**config.mk**
```make
export PLATFORM = sky130hd
export DESIGN_NAME = nibble_rle_palette_decoder_unit
export DESIGN_NICKNAME = d
export VERILOG_FILES = /design/src/hw/rtl/nrpd_pkg.sv /design/src/hw/rtl/nrpd_palette_ram.sv /design/src/hw/rtl/nrpd_seq.sv /design/src/hw/rtl/nibble_rle_palette_decoder_unit.sv
export SDC_FILE = /design/constraint.sdc
export NUM_CORES = 1
export LEC_CHECK = 0
export BUFFER_PORTS_ARGS = -buffer_cell sky130_fd_sc_hd__buf_2
export CAP_MARGIN = 5
export CELL_PAD_IN_SITES_DETAIL_PLACEMENT = 1
export CELL_PAD_IN_SITES_GLOBAL_PLACEMENT = 2
export CORE_MARGIN = 3
export CORE_UTILIZATION = 43
export CTS_CLUSTER_DIAMETER = 60
export DETAILED_ROUTE_END_ITERATION = 8
export PLACE_DENSITY = 0.83
export SLEW_MARGIN = 20
export SYNTH_ARGS = -nofsm -noshare
export SYNTH_HDL_FRONTEND = slang
export SYNTH_SLANG_ARGS = --single-unit
```
**constraint.sdc**
```tcl
create_clock -name clk -period 7.9 [get_ports clk]
set_clock_uncertainty 0.15 [all_clocks]
set_input_delay 1.58 -clock clk [delete_from_list [all_inputs] [get_ports clk]]
set_output_delay 1.58 -clock clk [all_outputs]
set_load 0.01 [all_outputs]
```
**src/hw/rtl/nrpd_pkg.sv**
```systemverilog
// ----------------------------------------------------------------------------
// nrpd_pkg
// Shared types and constants for the nibble run-length palette decoder.
// ----------------------------------------------------------------------------
package nrpd_pkg;

  localparam int COLOUR_WIDTH_DEF = 32;
  localparam int PALETTE_DEPTH    = 16;
  localparam int PAL_AW           = $clog2(PALETTE_DEPTH);
  localparam int NIBBLE_W         = 4;
  localparam int CFG_W            = 16;
  localparam int CFG_IDX_W        = 3;
  localparam int SKIP_W           = 32;
  localparam int PIXEL_W          = 32;

  localparam logic [CFG_W-1:0] COLUMN_HEIGHT_RST = 16'd1;
  localparam logic [CFG_W-1:0] VISIBLE_LINES_RST = 16'd1;

  typedef enum logic [1:0] {
    FUNC_LOAD  = 2'd0,
    FUNC_START = 2'd1,
    FUNC_DATA  = 2'd2,
    FUNC_NONE  = 2'd3
  } func_t;

  typedef enum logic [CFG_IDX_W-1:0] {
    REG_SKIP_COLUMNS  = 3'd0,
    REG_COLUMN_HEIGHT = 3'd1,
    REG_TOP_SKIP      = 3'd2,
    REG_GAP_SKIP      = 3'd3,
    REG_VISIBLE_LINES = 3'd4
  } cfg_reg_t;

  typedef enum logic [2:0] {
    S_IDLE,
    S_MUL,
    S_ADD,
    S_RUN,
    S_FLUSH
  } seq_state_t;

  typedef struct packed {
    logic [CFG_W-1:0] skip_columns;
    logic [CFG_W-1:0] column_height;
    logic [CFG_W-1:0] top_skip;
    logic [CFG_W-1:0] gap_skip;
    logic [CFG_W-1:0] visible_lines;
  } cfg_t;

  typedef struct packed {
    logic vld;
    logic col_end;
    logic last;
  } push_t;

endpackage

```
**src/hw/rtl/nrpd_palette_ram.sv**
```systemverilog
// ----------------------------------------------------------------------------
// nrpd_palette_ram
// Palette store: one write port, one read port, registered read data.
// ----------------------------------------------------------------------------
module nrpd_palette_ram import nrpd_pkg::*; #(
  parameter int COLOUR_WIDTH = COLOUR_WIDTH_DEF
) (
  input  logic                    clk,
  input  logic                    wr_en,
  input  logic [PAL_AW-1:0]       wr_addr,
  input  logic [COLOUR_WIDTH-1:0] wr_data,
  input  logic                    rd_en,
  input  logic [PAL_AW-1:0]       rd_addr,
  output logic [COLOUR_WIDTH-1:0] rd_data_r
);

  logic [COLOUR_WIDTH-1:0] mem [PALETTE_DEPTH];

  always_ff @(posedge clk) begin
    if (wr_en) begin
      mem[wr_addr] <= wr_data;
    end
  end

  always_ff @(posedge clk) begin
    if (rd_en) begin
      rd_data_r <= mem[rd_addr];
    end
  end

endmodule

```
**src/hw/rtl/nrpd_seq.sv**
```systemverilog
// ----------------------------------------------------------------------------
// nrpd_seq
// Sequencer: skip and line counters, run stepping, one-deep pixel hold-back.
// ----------------------------------------------------------------------------
module nrpd_seq import nrpd_pkg::*; (
  input  logic                clk,
  input  logic                rst_n,
  input  logic                accept,
  input  func_t               func,
  input  logic [NIBBLE_W-1:0] run_len,
  input  cfg_t                cfg,
  input  logic                out_free,
  output logic                idle,
  output push_t               push
);

  seq_state_t          state_r, state_nxt;
  logic [NIBBLE_W-1:0] cnt_r, cnt_nxt;
  logic [SKIP_W-1:0]   skip_left_r, skip_left_nxt;
  logic [CFG_W-1:0]    lines_left_r, lines_left_nxt;
  logic                pend_vld_r, pend_vld_nxt;
  logic                pend_col_end_r, pend_col_end_nxt;
  logic                col_end;

  always_ff @(posedge clk) begin
    if (!rst_n) begin
      state_r        <= S_IDLE;
      cnt_r          <= '0;
      skip_left_r    <= '0;
      lines_left_r   <= VISIBLE_LINES_RST;
      pend_vld_r     <= 1'b0;
      pend_col_end_r <= 1'b0;
    end else begin
      state_r        <= state_nxt;
      cnt_r          <= cnt_nxt;
      skip_left_r    <= skip_left_nxt;
      lines_left_r   <= lines_left_nxt;
      pend_vld_r     <= pend_vld_nxt;
      pend_col_end_r <= pend_col_end_nxt;
    end
  end

  always_comb begin
    state_nxt        = state_r;
    cnt_nxt          = cnt_r;
    skip_left_nxt    = skip_left_r;
    lines_left_nxt   = lines_left_r;
    pend_vld_nxt     = pend_vld_r;
    pend_col_end_nxt = pend_col_end_r;
    push             = '0;
    col_end          = (lines_left_r <= CFG_W'(1));
    unique case (state_r)
      S_IDLE: begin
        if (accept) begin
          case (func)
            FUNC_START: begin
              lines_left_nxt = cfg.visible_lines;
              state_nxt      = S_MUL;
            end
            FUNC_DATA: begin
              cnt_nxt      = run_len;
              pend_vld_nxt = 1'b0;
              state_nxt    = S_RUN;
            end
            default: ;
          endcase
        end
      end
      S_MUL: begin
        skip_left_nxt = {16'd0, cfg.skip_columns} * {16'd0, cfg.column_height};
        state_nxt     = S_ADD;
      end
      S_ADD: begin
        skip_left_nxt = skip_left_r + SKIP_W'(cfg.top_skip);
        state_nxt     = S_IDLE;
      end
      S_RUN: begin
        if (out_free) begin
          if (skip_left_r != '0) begin
            skip_left_nxt = skip_left_r - SKIP_W'(1);
          end else begin
            if (col_end) begin
              skip_left_nxt  = SKIP_W'(cfg.gap_skip);
              lines_left_nxt = cfg.visible_lines;
            end else begin
              lines_left_nxt = lines_left_r - CFG_W'(1);
            end
            // release the held pixel: a newer one follows it
            if (pend_vld_r) begin
              push.vld     = 1'b1;
              push.col_end = pend_col_end_r;
            end
            pend_vld_nxt     = 1'b1;
            pend_col_end_nxt = col_end;
          end
          if (cnt_r == '0) begin
            state_nxt = S_FLUSH;
          end else begin
            cnt_nxt = cnt_r - NIBBLE_W'(1);
          end
        end
      end
      S_FLUSH: begin
        if (!pend_vld_r) begin
          state_nxt = S_IDLE;
        end else if (out_free) begin
          push.vld     = 1'b1;
          push.col_end = pend_col_end_r;
          push.last    = 1'b1;
          pend_vld_nxt = 1'b0;
          state_nxt    = S_IDLE;
        end
      end
      default: state_nxt = S_IDLE;
    endcase
  end

  assign idle = (state_r == S_IDLE);

endmodule

```
**src/hw/rtl/nibble_rle_palette_decoder_unit.sv**
```systemverilog
// ----------------------------------------------------------------------------
// nibble_rle_palette_decoder_unit
// Column-ordered run-length decoder with a 16-entry palette.
// ----------------------------------------------------------------------------
// Takes one input item at a time. A palette load finishes in the cycle it is
// accepted; a start item steps through accept, multiply and add top skip.
// A data byte with run length n (1..16) occupies the block for the palette
// RAM read, one step per run pixel through the skip/line counters, and a
// flush of the held-back pixel that carries the last flag. Output stalls
// hold the run and flush steps. Configuration writes are accepted every cycle
// and take effect at the next start item or column end. Palette entries read
// before being loaded return unspecified values.
// ----------------------------------------------------------------------------
module nibble_rle_palette_decoder_unit import nrpd_pkg::*; #(
  parameter int COLOUR_WIDTH = COLOUR_WIDTH_DEF
) (
  input  logic                 clk,
  input  logic                 rst_n,
  // input items
  input  logic                 in_valid,
  output logic                 in_ready,
  input  logic [1:0]           in_func,
  input  logic [PAL_AW-1:0]    in_palette_index,
  input  logic [PIXEL_W-1:0]   in_palette_value,
  input  logic [7:0]           in_data_byte,
  // result items
  output logic                 out_valid,
  input  logic                 out_ready,
  output logic [PIXEL_W-1:0]   out_pixel,
  output logic                 out_column_end,
  output logic                 out_last,
  // register writes
  input  logic                 cfg_valid,
  output logic                 cfg_ready,
  input  logic [CFG_IDX_W-1:0] cfg_index,
  input  logic [CFG_W-1:0]     cfg_data
);

  cfg_t                    cfg_r;
  logic                    in_fire;
  logic                    cfg_fire;
  func_t                   func;
  logic                    seq_idle;
  logic                    out_free;
  push_t                   push;
  logic [COLOUR_WIDTH-1:0] rd_data;

  logic                    out_valid_r;
  logic [COLOUR_WIDTH-1:0] out_pixel_r;
  logic                    out_column_end_r;
  logic                    out_last_r;

  assign func     = func_t'(in_func);
  assign in_ready = seq_idle;
  assign in_fire  = in_valid && in_ready;

  // Register file: always ready, out-of-range indexes drop silently.
  assign cfg_ready = 1'b1;
  assign cfg_fire  = cfg_valid && cfg_ready;

  always_ff @(posedge clk) begin
    if (!rst_n) begin
      cfg_r.skip_columns  <= '0;
      cfg_r.column_height <= COLUMN_HEIGHT_RST;
      cfg_r.top_skip      <= '0;
      cfg_r.gap_skip      <= '0;
      cfg_r.visible_lines <= VISIBLE_LINES_RST;
    end else if (cfg_fire) begin
      unique case (cfg_index)
        REG_SKIP_COLUMNS:  cfg_r.skip_columns  <= cfg_data;
        REG_COLUMN_HEIGHT: cfg_r.column_height <= cfg_data;
        REG_TOP_SKIP:      cfg_r.top_skip      <= cfg_data;
        REG_GAP_SKIP:      cfg_r.gap_skip      <= cfg_data;
        REG_VISIBLE_LINES: cfg_r.visible_lines <= cfg_data;
        default: ;
      endcase
    end
  end

  // Palette: write on a load transfer, read the run's colour on a data transfer.
  // The read data holds for the whole run since no other read occurs meanwhile.
  nrpd_palette_ram #(
    .COLOUR_WIDTH (COLOUR_WIDTH)
  ) u_palette (
    .clk       (clk),
    .wr_en     (in_fire && (func == FUNC_LOAD)),
    .wr_addr   (in_palette_index),
    .wr_data   (in_palette_value[COLOUR_WIDTH-1:0]),
    .rd_en     (in_fire && (func == FUNC_DATA)),
    .rd_addr   (in_data_byte[NIBBLE_W-1:0]),
    .rd_data_r (rd_data)
  );

  // Run steps and the flush push wait until the output register can take a pixel.
  assign out_free = !out_valid_r || out_ready;

  nrpd_seq u_seq (
    .clk      (clk),
    .rst_n    (rst_n),
    .accept   (in_fire),
    .func     (func),
    .run_len  (in_data_byte[2*NIBBLE_W-1:NIBBLE_W]),
    .cfg      (cfg_r),
    .out_free (out_free),
    .idle     (seq_idle),
    .push     (push)
  );

  // Output register: holds each pixel until its downstream transfer; the sequencer still sees out_ready directly.
  always_ff @(posedge clk) begin
    if (!rst_n) begin
      out_valid_r <= 1'b0;
    end else if (push.vld) begin
      out_valid_r <= 1'b1;
    end else if (out_ready) begin
      out_valid_r <= 1'b0;
    end
  end

  always_ff @(posedge clk) begin
    if (push.vld) begin
      out_pixel_r      <= rd_data;
      out_column_end_r <= push.col_end;
      out_last_r       <= push.last;
    end
  end

  assign out_valid      = out_valid_r;
  assign out_pixel      = PIXEL_W'(out_pixel_r);
  assign out_column_end = out_column_end_r;
  assign out_last       = out_last_r;

  // A data byte keeps the block busy after its acceptance, as the run follows the read.
  a_data_busy: assert property (@(posedge clk) disable iff (!rst_n)
    (in_fire && (in_func == FUNC_DATA)) |=> !in_ready)
    else $error("input accepted during palette read");

  // Never overwrite a pixel that is still waiting for its transfer.
  a_no_overwrite: assert property (@(posedge clk) disable iff (!rst_n)
    push.vld |-> (!out_valid_r || out_ready))
    else $error("output register overwritten");

  // Start sequence: multiply then add, then back to idle.
  a_start_len: assert property (@(posedge clk) disable iff (!rst_n)
    (in_fire && (in_func == FUNC_START)) |-> ##3 in_ready)
    else $error("start item did not complete in three cycles");

  // The sequencer returns to idle once the flagged last pixel is pushed.
  a_last_then_idle: assert property (@(posedge clk) disable iff (!rst_n)
    (push.vld && push.last) |=> in_ready)
    else $error("sequencer not idle after last pixel");

endmodule
```
Word level (Yosys, flattened, before mapping)
Memories as Yosys holds them, arrays and structs flattened. A register that Yosys moved wholly into a read port is not among the register bits.
Cells that the tools add are included.
- add/subtract/negate cells: 4
- multipliers: 1
- magnitude comparators: 1
- equality and inequality tests: 20
- multiplexer cells: 39
- bitwise operators: 1
- reduce and logical (&&, ||, !) cells: 26
- operators by type and width (cell ; number):
    $mux 32 ; 3
    $pmux 32 s3 ; 1
    $mux 16 ; 5
    $add 32x16->32 ; 1
    $mul 16x16->32 ; 1
    $pmux 16 s2 ; 1
    $reduce_bool 32->1 ; 1
    $sub 32x1->32 const B ; 1
    $mux 3 ; 7
    $reduce_and 5->1 ; 4
    $le 16x1->1 const B ; 1
    $mux 4 ; 4
    $sub 16x1->16 const B ; 1
    $eq 3x2->1 const B ; 4
    $pmux 3 s4 ; 1
    $reduce_and 2->1 ; 6
    $mux 1 ; 10
    $ne 2x1->1 const B ; 4
    $pmux 4 s2 ; 1
    $eq 3x1->1 const B ; 2
    $eq 3x3->1 const B ; 2
    $logic_not 3->1 ; 2
    $mux 2 ; 3
    $ne 2x2->1 const B ; 3
    17 further kinds ; 23
- flip-flop bits (word level): 172
- memory bits (writable): 512
- input port bits: 70
- output and inout port bits: 37
- word-level logic and storage cells: 108
- memories: 1
- memories (name ; depth ; bits a word ; rd ports ; clocked after memory_dff ; wr ports ; line ; RTL):
    u_palette.mem ; 16 ; 32 ; 1 ; 1 ; 1 ; nrpd_palette_ram.sv:17 ; logic [COLOUR_WIDTH-1:0] mem [PALETTE_DEPTH];

Longest topological paths before layout
Gate-level depths: netlist of the first run.
- word-level depth: 6
- depth in mapped cells: 24
- gate-level depth less buffers: 21

Cells and area by module
From an unflattened synthesis of the first run, not the netlist that was laid out.
- cell total of the unflattened synthesis: 2842
- area total of the unflattened synthesis: 37574.8 um2
- modules (own cells, without submodules) (module ; instances ; cells each ; area an instance (um2) ; sequential area each (um2)):
    nrpd_palette_ram ; 1 ; 838 ; 20155.6 ; 16335.7
    nrpd_seq ; 1 ; 1677 ; 13384.1 ; 1141.1
    nibble_rle_palette_decoder_unit ; 1 ; 327 ; 4035.1 ; 2642.5

Worst setup path before layout of the first run
OpenSTA, ideal clock, no wires.
- path kind: register -> register
- from: register cfg_r[49] (netlist name)
- to: register u_seq.skip_left_r[27]
- setup time: 0.119 ns
- data arrival time: 5.978 ns
- path slack: 1.654 ns
- cell stages (with the launch flop): 22
- period minus slack after synthesis: 6.246 ns
- cells stage by stage: dfxtp_1 -> clkbuf_1 -> nand2_1 -> fa_1 -> fa_1 -> fa_1 -> fa_1 -> inv_1 -> fa_1 -> inv_1 -> fa_1 -> inv_1 -> ha_1 -> clkbuf_1 -> and3_1 -> a221oi_1 -> o21ai_0 -> o211a_1 -> or4_1 -> a21oi_1 -> nor3b_1 -> o221a_2
- longest elaborated chain between the ends: 2
- ends and longest elaborated chain (item ; line ; RTL):
    from (decl) ; nibble_rle_palette_decoder_unit.sv:39 ; cfg_t cfg_r;
    $mul 16x16->32 ; nrpd_seq.sv:70 ; skip_left_nxt = {16'd0, cfg.skip_columns} * {16'd0, cfg.column_height};
    $pmux 32 s3 ; nrpd_seq.sv:52 ; unique case (state_r)
    to (signal assigned) ; nrpd_seq.sv:36 ; skip_left_r <= skip_left_nxt;
    to (decl) ; nrpd_seq.sv:19 ; logic [SKIP_W-1:0] skip_left_r, skip_left_nxt;
Every way passes these cells.
A chain may end at the register's enable or synchronous reset.

Worst setup path in the final report of the first run
Same ends and word-level chain as after synthesis.

==> reports/summary.txt, run 1 <==
status: finished clean
Clock power frac: 0.434
H-tree depth: 3
clk_lat worst skew: 0.64 ns
Synth Warn #: 0
CP Launch Type: flip-flop
ys flop type: edfxtp_1
Synth Net Count: 3,244
switching pwr: 2.05 mW
slowest cell delay on critical path: 0.73 ns
FF-to-FF path depth: 19
Final Hold Fails: 0
post-DP HPWL: 68.2 mm
Critical Path AT: 7.48 ns
CP Cell Sequence: nand2_1 > fa_1 > fa_1 > fa_1 > fa_1 > inv_1 > fa_1 > inv_1 > fa_1 > inv_1 > ha_1 > and3_1 > a221oi_1 > o21ai_0 > o211a_1 > or4_1 > nand3_1 > nor3b_1 > o221a_2
Initial Util: 0.438
pwr dens: 204 nW/um^2
ratio of cells with drive above 1 in the final layout: 0.157
GRT overflow: 0
vias in the first global route: 26,100
postcts setup bufs: 0
Area growth, synth to finish: 11.8%
Iteration-0 DRC Markers: 1,651
GRT Util Overall: 0.233
most frequent cells in the layout: edfxtp_1, nand2_1, inv_1
synthesized cell area: 37,700 um^2
Placed Area: 39,500 um^2
DR vias: 23,700
CP required: 8.32 ns
largest net degree at the start of global routing: 81
Min-Delay Path Class: flip-flop to flip-flop
Die Footprint: 91,300 um^2
Final period util: 0.893
Int Power: 6.54 mW
CP Capture Type: flip-flop
FF-to-FF Start: cfg_r[49]
WHS Path Cells: 0
Most common cell on crit path: fa_1
Final Net Count: 3,323
total iterations of the first detailed-routing run: 7
number of antenna violations at the first check in global routing: 5
commonest non-fill, non-tap cell in the layout: edfxtp_1
max cap viols: 0
top post-synthesis cells by area: edfxtp_1, fa_1, mux4_2
worst-margin pin slew: 1.19 ns
cts hold-fix bufs: 0
setup_tns: 0 ns
Die Wd: 302 um
Die Y: 302 um
Routed WL: 104 mm
total CTS buffers: 80
P_leak: 15.5 nW
post-CTS sizing: 0
CP max-delay cell: dfxtp_1
CORE AREA: 86,100 um^2
CP Class: flip-flop to flip-flop
Clock Pin Slew Worst Setup and Hold Paths: 0.06 ns
Post-synth EDFFs: 578
Clock Sinks: 716
Via density: 5.73
library cells used by synthesis: 84
#FFs+latches synth: 716
RR Endpoint: u_seq.skip_left_r[27]
Final min period: 7.06 ns
Mean Syn Cell Area: 13.2 um^2
Mapped Cells: 2,855
Reg power frac: 0.487
Post-DRT Antenna Nets: 0
first-pass GRT wire length: 161 mm
crit-path leading delay family: adder cells
Design Area, Final: 42,200 um^2
CTS tree: done
combinational share of power: 0.079
DRC Markers: 0
Peak VDD IR: 0.204 mV
Slew HR: 0.200
Switching Share: 0.239
final max-slew violation count: 0
CP max FO: 17
RSZ-0062 raised after global routing: false
critical path buffer and inverter count: 3
Hold Path Sink: out_pixel[31]
leading area contributor after synthesis: edfxtp_1
I/O Buffers: 105
r2r setup slk: 0.84 ns
Final GP Congestion: 0.859
Post-synth ARST share: 0
# rows: 107
sequential fraction of the synthesis area: 0.533
# setup viols final: 0
Hold Crit Start: u_palette.rd_data_r[31]
clk root buf: clkbuf_16
share of the synthesized area in the top cell type: 0.460
Max Freq: 142 MHz
wire per inst: 25.1 um
clk buf depth: 3
io pins: 107
## synthesized netlist by cell type (13+ instances only)
master,number
and2_1,130
nand2b_1,14
a21oi_1,135
a221oi_1,17
a21boi_0,30
ha_1,124
nand2_1,387
xnor2_1,37
nand3_1,26
clkbuf_1,114
nor2_1,102
fa_1,195
edfxtp_1,578
dfxtp_1,138
nor2b_1,13
buf_2,18
inv_1,243
nor3_1,37
a21o_1,16
mux4_2,160
xor2_1,19
o21ai_0,77
o211ai_1,13
## layer usage
metal / GRT usage / routed length (um)
met5: 0 / 47
met4: 0.0640 / 2500
met3: 0.0324 / 4750
met2: 0.417 / 54400
met1: 0.296 / 42400
## sequential cells by signal, summed over array words and instances, names as in the netlist, 3 cells and up
name                 cells
u_palette.mem          512
cfg_r                   80
out_pixel               32
u_palette.rd_data_r     32
u_seq.skip_left_r       32
u_seq.lines_left_r      16
u_seq.cnt_r              4
u_seq.state_r            3
## per-stage QoR
step	hold slack (ns)	util	total power, mW	cells	setup WS, ns
CTS	0.269	0.489	8.66	4139	0.903
floorplan	0.250	-	4.70	2855	1.65
detailed placement	0.255	0.459	4.94	3994	0.951
finish	0.267	0.490	8.59	4144	0.844
global route	0.274	0.490	8.88	4142	0.633
global placement	0.254	0.459	4.91	3994	1.21
## cell type report
class	instances	area, um^2
diodes	3	7.51
clock buffers	97	2110
clock inverters	48	538
fillers	8649	43900
inverters	244	916
multi-input cells	1747	16200
flip-flops and latches	716	20100
well taps	1144	1430
repair buffers	145	857
## power by group through the flow
stage	sequential (mW)	clock, mW	combinational [mW]
after floorplan	4.22	0	0.479
after global placement	4.26	0	0.655
after detailed placement	4.26	0	0.676
after CTS	4.18	3.80	0.681
after global routing	4.19	3.95	0.742
final	4.18	3.72	0.682
## worst max-delay path by stage
stage | startpoint | endpoint | slack, ns | cells after the start
after floorplan | cfg_r[49] | u_seq.skip_left_r[27] | 1.65 | 21
after global placement | cfg_r[71] | u_seq.skip_left_r[27] | 1.21 | 20
after detailed placement | cfg_r[49] | u_seq.skip_left_r[27] | 0.95 | 19
after CTS | cfg_r[49] | u_seq.skip_left_r[27] | 0.90 | 19
after global routing | cfg_r[49] | u_seq.skip_left_r[27] | 0.63 | 19
final | cfg_r[49] | u_seq.skip_left_r[27] | 0.84 | 19
## kinds of logic after synthesis
group	after synthesis	synth area share
simple gates	785	0.0986
buf+inv	392	0.0402
mux	163	0.0963
xor+xnor	56	0.0130
compound gates	423	0.0736
flops	716	0.533
other cells	1	0.0000994
fa+ha+maj	319	0.145
No activity file was read; power rests on OpenSTA's default activity.
==> inputs of run 2 (changes only) <==
Settings changed: BUFFER_PORTS_ARGS -buffer_cell sky130_fd_sc_hd__buf_2 to not set, CTS_BUF_LIST set to sky130_fd_sc_hd__clkbuf_2 sky130_fd_sc_hd__clkbuf_4 sky130_fd_sc_hd__clkbuf_8, DONT_BUFFER_PORTS set to 1, PLACE_DENSITY 0.83 to 0.82.
==> run 2 against run 1 <==
Effect of this change:
- hold slack got worse by 0.0073 ns
- via count fell by 1.6%
- clock power fell by 16%
- register-to-register slack improved by 0.20 ns
==> reports/summary.txt, run 2 (synthesized netlist as in run 1, its figures left out) <==
post-CTS sizing: 0 (unchanged)
number of antenna violations at the first check in global routing: 2 (-3)
H-tree depth: 3 (unchanged)
Final Hold Fails: 0 (unchanged)
RSZ-0062 raised after global routing: false
worst-margin pin slew: 1.02 ns (-0.168 ns)
P_leak: 15.0 nW (-3.5%)
max reg flops: 512 (unchanged)
Final period util: 0.868 (-0.0252)
vias in the first global route: 25,700 (-1.4%)
Placed Area: 38,900 um^2 (-1.4%)
cts hold-fix bufs: 0 (unchanged)
Top Registers: u_palette.mem x512, cfg_r x80
Placed Cells: 3,885 (-2.7%)
CORE AREA: 86,100 um^2 (unchanged)
io pins: 107 (unchanged)
Critical Path AT: 7.41 ns (-0.07 ns)
Fin Hold WS: 0.260 ns (-0.00728 ns)
setup_tns: 0 ns (unchanged)
commonest non-fill, non-tap cell in the layout: edfxtp_1
Area growth, synth to finish: 9.22%
total CTS buffers: 114 (+43%)
CP Capture Type: flip-flop
DR vias: 23,300 (-1.6%)
pwr dens: 191 nW/um^2 (-6.0%)
clk_lat worst skew: 0.76 ns (+0.12 ns)
Die Wd: 302 um (unchanged)
DRC Markers: 0 (unchanged)
Design Power: 7.89 mW (-8.2%)
Via density: 5.70 (-0.42%)
largest net degree at the start of global routing: 129 (+59%)
postcts setup bufs: 0 (unchanged)
r2r setup slk: 1.04 ns (+0.20 ns)
CTS tree: done
# setup viols final: 0 (unchanged)
Peak VDD IR: 0.260 mV (+27%)
Post-DRT Antenna Nets: 0 (unchanged)
Slew HR: 0.319 (+0.118)
most frequent cells in the layout: edfxtp_1, nand2_1, inv_1
clk buf depth: 3 (unchanged)
Fill cells: 8,754 (+1.2%)
Initial Util: 0.438 (unchanged)
GRT overflow: 0 (unchanged)
Final Non-Filler Cells: 4,093 (-1.2%)
CP Launch Type: flip-flop
I/O Buffers: 0 (-100%)
status: finished clean
Hold Crit Start: u_palette.rd_data_r[6]
total iterations of the first detailed-routing run: 6 (-1)
final max-slew violation count: 0 (unchanged)
Final GP Congestion: 0.875 (+1.9%)
Final Net Count: 3,247 (-2.3%)
ratio of cells with drive above 1 in the final layout: 0.144 (-0.0136)
FF-to-FF Start: cfg_r[69]
Clock Pin Slew Worst Setup and Hold Paths: 0.06 ns (about the same)
RR Endpoint: u_seq.skip_left_r[27]
CP Class: flip-flop to flip-flop
Die Y: 302 um (unchanged)
Min-Delay Path Class: flip-flop to flip-flop
CP required: 8.45 ns (+0.13 ns)
# rows: 107 (unchanged)
Final min period: 6.86 ns (-0.199 ns)
GRT Util Overall: 0.229 (-0.00424)
FF-to-FF path depth: 20 (+1)
post-DP HPWL: 66.9 mm (-1.9%)
Clock Sinks: 716 (unchanged)
Iteration-0 DRC Markers: 1,815 (+9.9%)
Max Freq: 146 MHz (+2.9%)
Hold Path Sink: out_pixel[6]
Most flops, register: u_palette.mem
clk root buf: clkbuf_8
Die Footprint: 91,300 um^2 (unchanged)
Routed WL: 103 mm (-1.5%)
first-pass GRT wire length: 158 mm (-1.6%)
WHS Path Cells: 0 (unchanged)
Design Area, Final: 41,200 um^2 (-2.3%)
CP max FO: 17 (unchanged)
max cap viols: 0 (unchanged)
wire per inst: 25.1 um (-0.28%)
-- run 2: cell types whose count changed in the layout (fill, tap and decap cells not counted), moves of 5 or more --
cell | previous run | this run
clkbuf_16 | 82 | 0
buf_4 | 40 | 35
bufinv_16 | 7 | 1
buf_2 | 103 | 0
clkbuf_1 | 15 | 0
clkinv_1 | 14 | 27
clkbuf_8 | 1 | 122
clkinv_4 | 5 | 0
clkbuf_4 | 0 | 35
-- run 2: metrics by stage --
stage,worst slack (ns),utilization
2_1_floorplan,1.65,-
3_3_place_gp,1.21,0.452
3_5_place_dp,1.02,0.452
4_1_cts,0.966,0.478
5_1_grt,0.596,0.478
6_report,1.04,0.478
-- run 2: final cells by class --
cell class,instances,area (um^2),share of cell area
well taps,1144,1430,0.0348
inverters,244,916,0.0222
flip-flops and latches,716,20100,0.488
diodes,2,5.00,0.000122
repair buffers,35,263,0.00638
multi-input cells,1747,16200,0.393
clock buffers,157,1940,0.0471
clock inverters,48,313,0.00759
-- run 2: layer usage --
layer	up-vias	track usage	wire length (um)
li1	10300	-	-
met3	158	0.0441	6110
met2	677	0.395	52300
met4	0	0.0646	2560
met1	12200	0.294	41600
met5	-	0	0
-- run 2: worst max path at each step --
stage	from	endpoint	slack [ns]
2_1_floorplan	cfg_r[49]	u_seq.skip_left_r[27]	1.65
5_1_grt	cfg_r[71]	u_seq.skip_left_r[27]	0.60
4_1_cts	cfg_r[74]	u_seq.skip_left_r[27]	0.97
3_3_place_gp	cfg_r[49]	u_seq.skip_left_r[27]	1.21
6_report	cfg_r[69]	u_seq.skip_left_r[27]	1.04
3_5_place_dp	cfg_r[74]	u_seq.skip_left_r[27]	1.02
-- run 2: power breakdown --
part	switching [mW]	internal, mW	leakage (nW)
Clock	1.50	1.64	1.19
Combinational	0.321	0.242	7.46
Sequential	0.0643	4.12	6.32
-- run 2: worst max-delay path, cell delays in order (launching register included) --
cell	delay [ns]
dfxtp_1	0.79
and2_1	0.25
fa_1	0.42
inv_1	0.08
fa_1	0.44
fa_1	0.52
fa_1	0.55
inv_1	0.05
fa_1	0.49
inv_1	0.05
fa_1	0.48
inv_1	0.04
ha_1	0.38
and3_1	0.19
a221oi_1	0.25
o21ai_0	0.28
o211a_1	0.31
or4_1	0.50
nand3_1	0.10
nor3b_1	0.24
o221a_2	0.23
